`config.mk`:
```
export PLATFORM = sky130hd
export DESIGN_NAME = json_string_unescape_utf8_unit
export DESIGN_NICKNAME = d
export VERILOG_FILES = /design/src/sv/jsu_pkg.sv /design/src/sv/jsu_front.sv /design/src/sv/jsu_fifo.sv /design/src/sv/jsu_back.sv /design/src/sv/json_string_unescape_utf8_unit.sv
export SDC_FILE = /design/constraint.sdc
export NUM_CORES = 1
export LEC_CHECK = 0
export CAP_MARGIN = 40
export CORE_MARGIN = 10
export CORE_UTILIZATION = 30
export DETAILED_ROUTE_END_ITERATION = 10
export DONT_BUFFER_PORTS = 1
export GPL_TIMING_DRIVEN = 0
export PLACE_DENSITY_LB_ADDON = 0.1
export SLEW_MARGIN = 10
export SYNTH_ARGS = -nofsm -noshare
export SYNTH_HDL_FRONTEND = slang
export SYNTH_SLANG_ARGS = --single-unit
```
`constraint.sdc`:
```
create_clock -name clk -period 30 [get_ports clk]
set_input_delay 4.5 -clock clk [delete_from_list [all_inputs] [get_ports clk]]
set_output_delay 4.5 -clock clk [all_outputs]
set_load 0.05 [all_outputs]
```
`src/sv/jsu_pkg.sv`:
```
// shared types, character codes and utf-8 helpers for the json string unescaper
// used by jsu_front, jsu_fifo, jsu_back and json_string_unescape_utf8_unit
`default_nettype none

package jsu_pkg;

  // segment list built per input byte
  localparam int MaxSegs  = 8;
  localparam int SegIdxW  = 3;
  localparam int SegCntW  = 4;

  // queue between front and back
  localparam int QDepth   = 4;
  localparam int QPtrW    = 2;
  localparam int QCntW    = 3;

  // configuration
  localparam logic [1:0]  ADDR_CAP     = 2'd0;
  localparam logic [15:0] CAP_RESET    = 16'hFFFF;

  // characters
  localparam logic [7:0] CH_QUOTE  = 8'h22;
  localparam logic [7:0] CH_BSLASH = 8'h5C;
  localparam logic [7:0] CH_SLASH  = 8'h2F;
  localparam logic [7:0] CH_LB     = 8'h62;
  localparam logic [7:0] CH_LF     = 8'h66;
  localparam logic [7:0] CH_LN     = 8'h6E;
  localparam logic [7:0] CH_LR     = 8'h72;
  localparam logic [7:0] CH_LT     = 8'h74;
  localparam logic [7:0] CH_LU     = 8'h75;
  localparam logic [7:0] CH_DIG0   = 8'h30;
  localparam logic [7:0] CH_DIG9   = 8'h39;
  localparam logic [7:0] CH_UPA    = 8'h41;
  localparam logic [7:0] CH_UPF    = 8'h46;
  localparam logic [7:0] CH_LOA    = 8'h61;
  localparam logic [7:0] CH_LOF    = 8'h66;

  localparam logic [7:0] CTL_BACKSP = 8'h08;
  localparam logic [7:0] CTL_FORMFD = 8'h0C;
  localparam logic [7:0] CTL_NEWLN  = 8'h0A;
  localparam logic [7:0] CTL_CRET   = 8'h0D;
  localparam logic [7:0] CTL_TAB    = 8'h09;

  // surrogate tags: top six bits of a 16-bit code unit
  localparam logic [5:0]  SUR_HIGH_TAG = 6'b110110;
  localparam logic [5:0]  SUR_LOW_TAG  = 6'b110111;
  localparam logic [20:0] SUPP_BASE    = 21'h10000;

  typedef enum logic [5:0] {
    PH_IDLE    = 6'b000001,
    PH_BSLASH  = 6'b000010,
    PH_HEX     = 6'b000100,
    PH_WAIT_BS = 6'b001000,
    PH_WAIT_U  = 6'b010000,
    PH_LOW_HEX = 6'b100000
  } phase_t;

  // one output sequence: up to four bytes written whole or not at all,
  // or the terminator that closes a body
  typedef struct packed {
    logic            term;
    logic [2:0]      len;
    logic [3:0][7:0] data;
  } seg_t;

  typedef struct packed {
    logic full;
    logic empty;
  } fifo_stat_t;

  function automatic seg_t lit_seg(input logic [7:0] b);
    seg_t s;
    s      = '0;
    s.len  = 3'd1;
    s.data[0] = b;
    return s;
  endfunction

  function automatic seg_t term_seg();
    seg_t s;
    s      = '0;
    s.term = 1'b1;
    return s;
  endfunction

  function automatic seg_t encode_cp(input logic [20:0] cp);
    seg_t s;
    s = '0;
    if (cp == 21'd0) begin
      // nul goes out as the overlong pair
      s.len     = 3'd2;
      s.data[0] = 8'hC0;
      s.data[1] = 8'h80;
    end else if (cp < 21'h80) begin
      s.len     = 3'd1;
      s.data[0] = cp[7:0];
    end else if (cp < 21'h800) begin
      s.len     = 3'd2;
      s.data[0] = {3'b110, cp[10:6]};
      s.data[1] = {2'b10, cp[5:0]};
    end else if (cp < 21'h10000) begin
      s.len     = 3'd3;
      s.data[0] = {4'b1110, cp[15:12]};
      s.data[1] = {2'b10, cp[11:6]};
      s.data[2] = {2'b10, cp[5:0]};
    end else begin
      s.len     = 3'd4;
      s.data[0] = {5'b11110, cp[20:18]};
      s.data[1] = {2'b10, cp[17:12]};
      s.data[2] = {2'b10, cp[11:6]};
      s.data[3] = {2'b10, cp[5:0]};
    end
    return s;
  endfunction

  // {valid, nibble}
  function automatic logic [4:0] hex_value(input logic [7:0] b);
    logic [7:0] d;
    d = '0;
    if (b >= CH_DIG0 && b <= CH_DIG9) begin
      d = b - CH_DIG0;
      return {1'b1, d[3:0]};
    end else if (b >= CH_UPA && b <= CH_UPF) begin
      d = b - CH_UPA + 8'd10;
      return {1'b1, d[3:0]};
    end else if (b >= CH_LOA && b <= CH_LOF) begin
      d = b - CH_LOA + 8'd10;
      return {1'b1, d[3:0]};
    end
    return 5'd0;
  endfunction

endpackage

`default_nettype wire

```
`src/sv/jsu_front.sv`:
```
// front end: escape state machine that turns each input byte into a short
// list of output sequences and pushes one per cycle while the queue has room; uses jsu_pkg
`default_nettype none

module jsu_front (
  input  wire logic              clk,
  input  wire logic              rst,
  input  wire logic              in_valid,
  output logic                   in_stall,
  input  wire logic [7:0]        in_byte,
  input  wire logic              body_end,
  output logic                   q_push,
  output jsu_pkg::seg_t          q_wdata,
  input  wire jsu_pkg::fifo_stat_t q_stat
);

  jsu_pkg::phase_t phase, phase_next, ph_f, simple_ph;
  logic [15:0] acc, acc_next, acc_shift;
  logic [9:0]  hs, hs_next;
  logic [1:0]  dc, dc_next;
  logic [3:0][7:0] chars, chars_next;
  logic [4:0]  hv;
  logic        simple;

  jsu_pkg::seg_t segs [jsu_pkg::MaxSegs];
  logic [jsu_pkg::SegCntW-1:0] n;

  jsu_pkg::seg_t pend [jsu_pkg::MaxSegs];
  logic [jsu_pkg::SegCntW-1:0] pcnt;

  logic accept;

  always_comb begin
    ph_f       = phase;
    acc_next   = acc;
    hs_next    = hs;
    dc_next    = dc;
    chars_next = chars;
    simple     = 1'b0;
    simple_ph  = jsu_pkg::PH_IDLE;
    n          = '0;
    for (int i = 0; i < jsu_pkg::MaxSegs; i++) segs[i] = '0;
    hv         = jsu_pkg::hex_value(in_byte);
    acc_shift  = {acc[11:0], hv[3:0]};

    unique case (phase)
      jsu_pkg::PH_IDLE, jsu_pkg::PH_BSLASH: begin
        simple    = 1'b1;
        simple_ph = phase;
      end
      jsu_pkg::PH_HEX, jsu_pkg::PH_LOW_HEX: begin
        if (!hv[4]) begin
          // broken \u: pending high half, then the escape as literal text
          if (phase == jsu_pkg::PH_LOW_HEX) begin
            segs[n[jsu_pkg::SegIdxW-1:0]] =
              jsu_pkg::encode_cp({5'd0, jsu_pkg::SUR_HIGH_TAG, hs});
            n = n + 4'd1;
          end
          segs[n[jsu_pkg::SegIdxW-1:0]] = jsu_pkg::lit_seg(jsu_pkg::CH_BSLASH);
          n = n + 4'd1;
          segs[n[jsu_pkg::SegIdxW-1:0]] = jsu_pkg::lit_seg(jsu_pkg::CH_LU);
          n = n + 4'd1;
          for (int i = 0; i < 4; i++) begin
            if (i < int'(dc)) begin
              segs[n[jsu_pkg::SegIdxW-1:0]] = jsu_pkg::lit_seg(chars[i]);
              n = n + 4'd1;
            end
          end
          dc_next   = 2'd0;
          simple    = 1'b1;
          simple_ph = jsu_pkg::PH_IDLE;
        end else begin
          acc_next = acc_shift;
          if (dc == 2'd3) begin
            dc_next = 2'd0;
            if (phase == jsu_pkg::PH_LOW_HEX &&
                acc_shift[15:10] == jsu_pkg::SUR_LOW_TAG) begin
              segs[n[jsu_pkg::SegIdxW-1:0]] =
                jsu_pkg::encode_cp(jsu_pkg::SUPP_BASE + {1'b0, hs, acc_shift[9:0]});
              n    = n + 4'd1;
              ph_f = jsu_pkg::PH_IDLE;
            end else begin
              if (phase == jsu_pkg::PH_LOW_HEX) begin
                segs[n[jsu_pkg::SegIdxW-1:0]] =
                  jsu_pkg::encode_cp({5'd0, jsu_pkg::SUR_HIGH_TAG, hs});
                n = n + 4'd1;
              end
              if (acc_shift[15:10] == jsu_pkg::SUR_HIGH_TAG) begin
                hs_next = acc_shift[9:0];
                ph_f    = jsu_pkg::PH_WAIT_BS;
              end else begin
                segs[n[jsu_pkg::SegIdxW-1:0]] = jsu_pkg::encode_cp({5'd0, acc_shift});
                n    = n + 4'd1;
                ph_f = jsu_pkg::PH_IDLE;
              end
            end
          end else begin
            chars_next[dc] = in_byte;
            dc_next        = dc + 2'd1;
          end
        end
      end
      jsu_pkg::PH_WAIT_BS: begin
        if (in_byte == jsu_pkg::CH_BSLASH) begin
          ph_f = jsu_pkg::PH_WAIT_U;
        end else begin
          segs[n[jsu_pkg::SegIdxW-1:0]] =
            jsu_pkg::encode_cp({5'd0, jsu_pkg::SUR_HIGH_TAG, hs});
          n         = n + 4'd1;
          simple    = 1'b1;
          simple_ph = jsu_pkg::PH_IDLE;
        end
      end
      jsu_pkg::PH_WAIT_U: begin
        if (in_byte == jsu_pkg::CH_LU) begin
          ph_f     = jsu_pkg::PH_LOW_HEX;
          dc_next  = 2'd0;
          acc_next = 16'd0;
        end else begin
          // lone high half, then the byte is read as an escape letter
          segs[n[jsu_pkg::SegIdxW-1:0]] =
            jsu_pkg::encode_cp({5'd0, jsu_pkg::SUR_HIGH_TAG, hs});
          n         = n + 4'd1;
          simple    = 1'b1;
          simple_ph = jsu_pkg::PH_BSLASH;
        end
      end
      default: ph_f = jsu_pkg::PH_IDLE;
    endcase

    // plain text and escape letters, also for a byte handed back for re-reading
    if (simple) begin
      if (simple_ph == jsu_pkg::PH_BSLASH) begin
        ph_f = jsu_pkg::PH_IDLE;
        unique case (in_byte)
          jsu_pkg::CH_QUOTE, jsu_pkg::CH_BSLASH, jsu_pkg::CH_SLASH: begin
            segs[n[jsu_pkg::SegIdxW-1:0]] = jsu_pkg::lit_seg(in_byte);
            n = n + 4'd1;
          end
          jsu_pkg::CH_LB: begin
            segs[n[jsu_pkg::SegIdxW-1:0]] = jsu_pkg::lit_seg(jsu_pkg::CTL_BACKSP);
            n = n + 4'd1;
          end
          jsu_pkg::CH_LF: begin
            segs[n[jsu_pkg::SegIdxW-1:0]] = jsu_pkg::lit_seg(jsu_pkg::CTL_FORMFD);
            n = n + 4'd1;
          end
          jsu_pkg::CH_LN: begin
            segs[n[jsu_pkg::SegIdxW-1:0]] = jsu_pkg::lit_seg(jsu_pkg::CTL_NEWLN);
            n = n + 4'd1;
          end
          jsu_pkg::CH_LR: begin
            segs[n[jsu_pkg::SegIdxW-1:0]] = jsu_pkg::lit_seg(jsu_pkg::CTL_CRET);
            n = n + 4'd1;
          end
          jsu_pkg::CH_LT: begin
            segs[n[jsu_pkg::SegIdxW-1:0]] = jsu_pkg::lit_seg(jsu_pkg::CTL_TAB);
            n = n + 4'd1;
          end
          jsu_pkg::CH_LU: begin
            ph_f     = jsu_pkg::PH_HEX;
            dc_next  = 2'd0;
            acc_next = 16'd0;
          end
          default: begin
            segs[n[jsu_pkg::SegIdxW-1:0]] = jsu_pkg::lit_seg(jsu_pkg::CH_BSLASH);
            n = n + 4'd1;
            segs[n[jsu_pkg::SegIdxW-1:0]] = jsu_pkg::lit_seg(in_byte);
            n = n + 4'd1;
          end
        endcase
      end else if (in_byte == jsu_pkg::CH_BSLASH) begin
        ph_f = jsu_pkg::PH_BSLASH;
      end else begin
        ph_f = jsu_pkg::PH_IDLE;
        segs[n[jsu_pkg::SegIdxW-1:0]] = jsu_pkg::lit_seg(in_byte);
        n = n + 4'd1;
      end
    end

    phase_next = ph_f;
    if (body_end) begin
      // close out whatever escape is still open, then the terminator
      if (ph_f == jsu_pkg::PH_WAIT_BS || ph_f == jsu_pkg::PH_WAIT_U ||
          ph_f == jsu_pkg::PH_LOW_HEX) begin
        segs[n[jsu_pkg::SegIdxW-1:0]] =
          jsu_pkg::encode_cp({5'd0, jsu_pkg::SUR_HIGH_TAG, hs_next});
        n = n + 4'd1;
      end
      if (ph_f == jsu_pkg::PH_BSLASH || ph_f == jsu_pkg::PH_WAIT_U ||
          ph_f == jsu_pkg::PH_HEX || ph_f == jsu_pkg::PH_LOW_HEX) begin
        segs[n[jsu_pkg::SegIdxW-1:0]] = jsu_pkg::lit_seg(jsu_pkg::CH_BSLASH);
        n = n + 4'd1;
      end
      if (ph_f == jsu_pkg::PH_HEX || ph_f == jsu_pkg::PH_LOW_HEX) begin
        segs[n[jsu_pkg::SegIdxW-1:0]] = jsu_pkg::lit_seg(jsu_pkg::CH_LU);
        n = n + 4'd1;
        for (int i = 0; i < 4; i++) begin
          if (i < int'(dc_next)) begin
            segs[n[jsu_pkg::SegIdxW-1:0]] = jsu_pkg::lit_seg(chars_next[i]);
            n = n + 4'd1;
          end
        end
      end
      segs[n[jsu_pkg::SegIdxW-1:0]] = jsu_pkg::term_seg();
      n = n + 4'd1;
      phase_next = jsu_pkg::PH_IDLE;
      dc_next    = 2'd0;
    end
  end

  // pending list drains one sequence per cycle from its head while the queue has room
  assign q_push   = (pcnt != '0) && !q_stat.full;
  assign q_wdata  = pend[0];
  assign in_stall = (pcnt > 4'd1) || ((pcnt == 4'd1) && q_stat.full);
  assign accept   = in_valid && !in_stall;

  always_ff @(posedge clk) begin
    if (rst) begin
      phase <= jsu_pkg::PH_IDLE;
      dc    <= 2'd0;
      pcnt  <= '0;
    end else begin
      if (accept) begin
        phase <= phase_next;
        dc    <= dc_next;
        pcnt  <= n;
      end else if (q_push) begin
        pcnt  <= pcnt - 4'd1;
      end
    end
  end

  always_ff @(posedge clk) begin
    if (accept) begin
      acc   <= acc_next;
      hs    <= hs_next;
      chars <= chars_next;
      for (int i = 0; i < jsu_pkg::MaxSegs; i++) pend[i] <= segs[i];
    end else if (q_push) begin
      for (int i = 0; i < jsu_pkg::MaxSegs - 1; i++) pend[i] <= pend[i+1];
    end
  end

endmodule

`default_nettype wire

```
`src/sv/jsu_fifo.sv`:
```
// short queue of output sequences between front and back
// uses jsu_pkg for the entry type and depth
`default_nettype none

module jsu_fifo (
  input  wire logic          clk,
  input  wire logic          rst,
  input  wire logic          push,
  input  wire jsu_pkg::seg_t wdata,
  input  wire logic          pop,
  output jsu_pkg::seg_t      rdata,
  output jsu_pkg::fifo_stat_t stat
);

  jsu_pkg::seg_t mem [jsu_pkg::QDepth];
  logic [jsu_pkg::QPtrW-1:0] wr_ptr, rd_ptr;
  logic [jsu_pkg::QCntW-1:0] count;

  assign rdata      = mem[rd_ptr];
  assign stat.full  = (count == jsu_pkg::QCntW'(jsu_pkg::QDepth));
  assign stat.empty = (count == '0);

  always_ff @(posedge clk) begin
    if (rst) begin
      wr_ptr <= '0;
      rd_ptr <= '0;
      count  <= '0;
    end else begin
      if (push) wr_ptr <= wr_ptr + jsu_pkg::QPtrW'(1);
      if (pop)  rd_ptr <= rd_ptr + jsu_pkg::QPtrW'(1);
      if (push && !pop)      count <= count + jsu_pkg::QCntW'(1);
      else if (pop && !push) count <= count - jsu_pkg::QCntW'(1);
    end
  end

  always_ff @(posedge clk) begin
    if (push) mem[wr_ptr] <= wdata;
  end

endmodule

`default_nettype wire

```
`src/sv/jsu_back.sv`:
```
// back end: capacity check per sequence, byte serializer and output register
// uses jsu_pkg; takes sequences from jsu_fifo
`default_nettype none

module jsu_back (
  input  wire logic               clk,
  input  wire logic               rst,
  input  wire logic [15:0]        out_capacity,
  input  wire jsu_pkg::seg_t      head,
  input  wire jsu_pkg::fifo_stat_t q_stat,
  output logic                    q_pop,
  output logic                    out_valid,
  input  wire logic               out_stall,
  output logic [7:0]              out_byte,
  output logic                    out_last,
  output logic                    truncated
);

  logic [1:0]  idx;
  logic [15:0] bytes_written;
  logic        cut_flag;
  logic [15:0] limit;
  logic        fits, can_load, emit, drop;

  assign limit    = (out_capacity == 16'd0) ? 16'd0 : out_capacity - 16'd1;
  assign fits     = (bytes_written <= limit) &&
                    ((limit - bytes_written) >= {13'd0, head.len});
  assign can_load = !out_valid || !out_stall;

  always_comb begin
    q_pop = 1'b0;
    emit  = 1'b0;
    drop  = 1'b0;
    if (!q_stat.empty) begin
      if (head.term) begin
        emit  = can_load;
        q_pop = can_load;
      end else if (idx == 2'd0 && !fits) begin
        // whole sequence dropped, nothing goes out
        drop  = 1'b1;
        q_pop = 1'b1;
      end else if (can_load) begin
        emit  = 1'b1;
        q_pop = ({1'b0, idx} == head.len - 3'd1);
      end
    end
  end

  always_ff @(posedge clk) begin
    if (rst) begin
      out_valid     <= 1'b0;
      idx           <= 2'd0;
      bytes_written <= 16'd0;
      cut_flag      <= 1'b0;
    end else begin
      if (emit)            out_valid <= 1'b1;
      else if (!out_stall) out_valid <= 1'b0;

      if (emit && head.term) begin
        bytes_written <= 16'd0;
        cut_flag      <= 1'b0;
      end else if (emit) begin
        bytes_written <= bytes_written + 16'd1;
        idx           <= q_pop ? 2'd0 : idx + 2'd1;
      end else if (drop) begin
        cut_flag      <= 1'b1;
      end
    end
  end

  always_ff @(posedge clk) begin
    if (emit) begin
      out_byte  <= head.term ? 8'd0 : head.data[idx];
      out_last  <= head.term;
      truncated <= head.term && cut_flag;
    end
  end

endmodule

`default_nettype wire

```
`src/sv/json_string_unescape_utf8_unit.sv`:
```
// json string unescaper with utf-8 output: top level, apb register, assertions
// an accepted byte is registered in the pending list, then the queue, then the output register
// throughput: one byte per cycle if it yields at most one queue entry and the queue has room;
//   a byte with more entries (the terminator counts as one) stalls the input until one is left
// back end sends one byte per cycle unless out_stall holds it; a dropped sequence sends nothing
// reset: synchronous, clears escape state, queue, counters; out_capacity returns to 65535
`default_nettype none

module json_string_unescape_utf8_unit (
  input  wire logic        clk,
  input  wire logic        rst,
  input  wire logic        in_valid,
  output logic             in_stall,
  input  wire logic [7:0]  in_byte,
  input  wire logic        body_end,
  output logic             out_valid,
  input  wire logic        out_stall,
  output logic [7:0]       out_byte,
  output logic             out_last,
  output logic             truncated,
  input  wire logic        psel,
  input  wire logic        penable,
  input  wire logic        pwrite,
  input  wire logic [1:0]  paddr,
  input  wire logic [31:0] pwdata,
  output logic [31:0]      prdata,
  output logic             pready
);

  logic [15:0]         out_capacity;
  logic                q_push, q_pop;
  jsu_pkg::seg_t       q_wdata, q_head;
  jsu_pkg::fifo_stat_t q_stat;

  assign pready = 1'b1;
  assign prdata = (paddr == jsu_pkg::ADDR_CAP) ? {16'd0, out_capacity} : 32'd0;

  always_ff @(posedge clk) begin
    if (rst) begin
      out_capacity <= jsu_pkg::CAP_RESET;
    end else if (psel && penable && pwrite && pready) begin
      out_capacity <= pwdata[15:0];
    end
  end

  jsu_front u_front (
    .clk      (clk),
    .rst      (rst),
    .in_valid (in_valid),
    .in_stall (in_stall),
    .in_byte  (in_byte),
    .body_end (body_end),
    .q_push   (q_push),
    .q_wdata  (q_wdata),
    .q_stat   (q_stat)
  );

  jsu_fifo u_fifo (
    .clk   (clk),
    .rst   (rst),
    .push  (q_push),
    .wdata (q_wdata),
    .pop   (q_pop),
    .rdata (q_head),
    .stat  (q_stat)
  );

  jsu_back u_back (
    .clk          (clk),
    .rst          (rst),
    .out_capacity (out_capacity),
    .head         (q_head),
    .q_stat       (q_stat),
    .q_pop        (q_pop),
    .out_valid    (out_valid),
    .out_stall    (out_stall),
    .out_byte     (out_byte),
    .out_last     (out_last),
    .truncated    (truncated)
  );

`ifndef NO_ASSERTIONS
  a_no_push_full: assert property (@(posedge clk) disable iff (rst)
    q_push |-> !q_stat.full)
    else $error("sequence pushed into a full queue");

  a_no_pop_empty: assert property (@(posedge clk) disable iff (rst)
    q_pop |-> !q_stat.empty)
    else $error("sequence popped from an empty queue");

  a_term_zero: assert property (@(posedge clk) disable iff (rst)
    (out_valid && out_last) |-> (out_byte == 8'd0))
    else $error("terminator transfer carries a nonzero byte");

  a_trunc_on_term: assert property (@(posedge clk) disable iff (rst)
    (out_valid && truncated) |-> out_last)
    else $error("truncated flag set on a data byte");
`endif

endmodule

`default_nettype wire
```
==> run metrics <==
Bufs on Longest Clock Path 3; Max IR drop VDD 0.0573 mV; post-CTS setup buffers 0; cts hold-fix bufs 0; IO Port Bufs 0; Critical Path Start in_byte[1]; WL met1 60.2 mm; crit path kind primary input to flop; Post-Syn Area 29200 sq um; combinational power share 0.377; post-DP HPWL 114 mm; worst endpoint data arrival time 17640 ps; HP Class flop to flop; P_int 1.65 mW; multiplexer area fraction after synthesis 0.0502; total congestion overflow 0; Iter 0 DRT Violations 3951; Total Routing Usage GR 0.252; hold path depth 2; fin crit share 0.572; Layout Nets 3566; die footprint 110000 sq um; Resized cells post-CTS 0; Final Max Tran Viols 0; Flop pwr share 0.391; worst skew pair latency 630 ps; Worst path top cell family by delay compound AO/OA/AOI/OAI gates; slowest stage delay, CP 910 ps; unrepaired setup endpoints after global routing false; most frequent CP cell ha_1; largest family of logic cells by synthesized area compound AO/OA/AOI/OAI gates; skew final 31.3 ps; Fin. Hold Viols 0; CTS buffer count 51; Ports 95; DR vias 29000; RR Startpoint u_front.phase[0]$_SDFFE_PP1P_; Sw Ratio 0.398; WL met3 12.6 mm; WP depth 39; Power Total 2.74 mW; Synth area leader edfxtp_1; Synth area leaders edfxtp_1, nand2_1, a21oi_1, o21ai_0, dfxtp_1; 1st-pass router iterations 6; reg2reg path depth 42; Syn Area/Cell 8.87 sq um; CTS sink count 423; antenna violations before repair 1; clock power share 0.232; Initial Utilization 0.302; critical path's slowest cell a22oi_1; CTS tree yes; crit path max fanout 11; most frequent cell after synthesis nand2_1; first-pass GRT wire length 207 mm; routed length per instance 30.6 microns; Tightest Pin Transition 1370 ps; Setup TNS Final 0 ps; Highest Signal Layer met5; Worst Setup Start Kind primary input; CTS root buf clkbuf_16; commonest register cell after synthesis edfxtp_1; Max Freq 0.0583 GHz; Max transition margin 0.0889; critical path endpoint category flop; post-synth cell types 112; Pleak 11.5 nW; number of synthesized register bits 423; worst hold start u_back.bytes_written[8]$_SDFFE_PP0P_; H-tree Lvls 2; status finished clean; core footprint 96700 sq um; Routability Congestion 1.05; Clock transition at path regs 60 ps; Synth Area in XOR/XNOR 0.0180; DR vias/cell 6.08; largest net degree at the start of global routing 49; worst path required time 30490 ps; complex-gate fraction of the synthesized area 0.250; simple-gate share of the synthesized area 0.191; vias in the first global route 27200; WL met2 63.7 mm; final setup vio count 0; final WL 146 mm; sequential-to-total area share from yosys stat 0.415; adder-cell share of the synthesized area 0.0260; setup slack, reg-to-reg 14440 ps; Async SR Flop Fraction 0; Synth top cells by count nand2_1, edfxtp_1, nor2_1; FF-to-FF End u_front.pend[1][43]$_DFFE_PP_; chip width 332 microns; Yosys top cell area share 0.376; Post-synth EDFFs 366; die height 332 microns; Row Count 114; minimum clock period after layout 17150 ps; drc violations 0; CP endpoint u_front.pend[1][43]$_DFFE_PP_; ANT nets after route 0; Ys Warns 0; share of cells above drive strength 1 0.0898; Area Overhead vs Synth 14.5%; Cells after Synth 3297; Bufs and invs on worst path 7; MaxCap Viol Count 0; Cell Pwr Density 82.0 nW/um^2; Psw 1.09 mW
-- power groups by stage --
stage / clock network (mW) / registers (mW) / logic, mW
after floorplan: 0 / 1.08 / 0.612
after global placement: 0 / 1.14 / 0.978
after detailed placement: 0 / 1.09 / 1.03
after CTS: 0.655 / 1.08 / 1.03
after global routing: 0.675 / 1.09 / 1.11
final: 0.636 / 1.07 / 1.03
-- cells in the final DEF (no fill, tap or decap), drive strengths merged, types with 41 or more instances in the layout --
| cell type | synthesis | routed |
|---|---|---|
| buf | 54 | 133 |
| inv | 105 | 106 |
| and2 | 50 | 50 |
| ha | 56 | 56 |
| a31oi | 41 | 41 |
| nand3 | 90 | 90 |
| mux2i | 53 | 53 |
| o211ai | 44 | 44 |
| dfxtp | 57 | 57 |
| nor2 | 302 | 302 |
| a211oi | 71 | 71 |
| clkbuf | 194 | 258 |
| a21oi | 297 | 297 |
| edfxtp | 366 | 366 |
| a22oi | 53 | 53 |
| a221oi | 50 | 50 |
| and3 | 60 | 60 |
| nor3 | 102 | 102 |
| o21ai | 273 | 273 |
| nand2 | 435 | 435 |
-- kinds of logic after synthesis --
| group | Yosys count |
|---|---|
| compound gates | 1113 |
| xor+xnor | 51 |
| fa+ha+maj | 59 |
| buf+inv | 357 |
| other cells | 2 |
| flops | 423 |
| mux | 97 |
| simple gates | 1195 |
-- flip-flops by register name (all words and copies together) (netlist names), named ones only --
register / flops
out_capacity: 16
u_front.chars: 24
u_back.out_byte: 8
u_fifo.wr_ptr: 2
u_front.phase: 6
u_front.hs: 10
u_front.dc: 2
u_front.pend: 182
u_front.acc: 12
u_back.out_valid: 1
u_back.out_last: 1
u_fifo.count: 3
u_back.truncated: 1
u_front.pcnt: 4
u_fifo.mem: 128
u_back.cut_flag: 1
u_back.bytes_written: 16
u_back.idx: 2
u_fifo.rd_ptr: 2
-- how the worst min path moves through the flow --
stage,end,slack (ps)
after floorplan,u_back.cut_flag$_SDFFE_PP0P_,430
after global placement,u_back.bytes_written[11]$_SDFFE_PP0P_,440
after detailed placement,u_back.bytes_written[11]$_SDFFE_PP0P_,450
after CTS,u_back.bytes_written[11]$_SDFFE_PP0P_,460
after global routing,u_back.bytes_written[14]$_SDFFE_PP0P_,500
final,u_back.bytes_written[8]$_SDFFE_PP0P_,460
-- area by class of cell --
class,count,area [sq um]
multi-input combinational,2544,15800
clock buffer,64,1350
buffer,248,1030
inverter,109,409
fill,10200,63200
sequential,423,12100
antenna,1,2.50
timing repair buffer,80,752
clock inverter,29,358
tap,1276,1600
-- layer usage --
metal | vias up | GRT usage
met5 | - | 0
met4 | 2 | 0.137
met3 | 382 | 0.0436
met2 | 1711 | 0.388
met1 | 14100 | 0.332
li1 | 12800 | -
-- per-stage QoR --
step	hold slack, ps	std cells	worst slack, ps	util	cell area [sq um]
floorplan	428	3324	16450	-	29300
global placement	445	4600	12140	0.320	30900
detailed placement	454	4679	12780	0.328	31700
CTS	462	4772	13370	0.346	33500
global route	504	4773	12310	0.346	33500
finish	458	4774	12850	0.346	33500
-- tightest hold or removal path, delay by kind of cell, from the launching register on --
| family | cells | cell delay (ps) |
|---|---|---|
| DFF | 1 | 310 |
| muxes | 1 | 50 |
| and+or+nand+nor | 1 | 50 |
No activity file was read; power rests on OpenSTA's default activity.
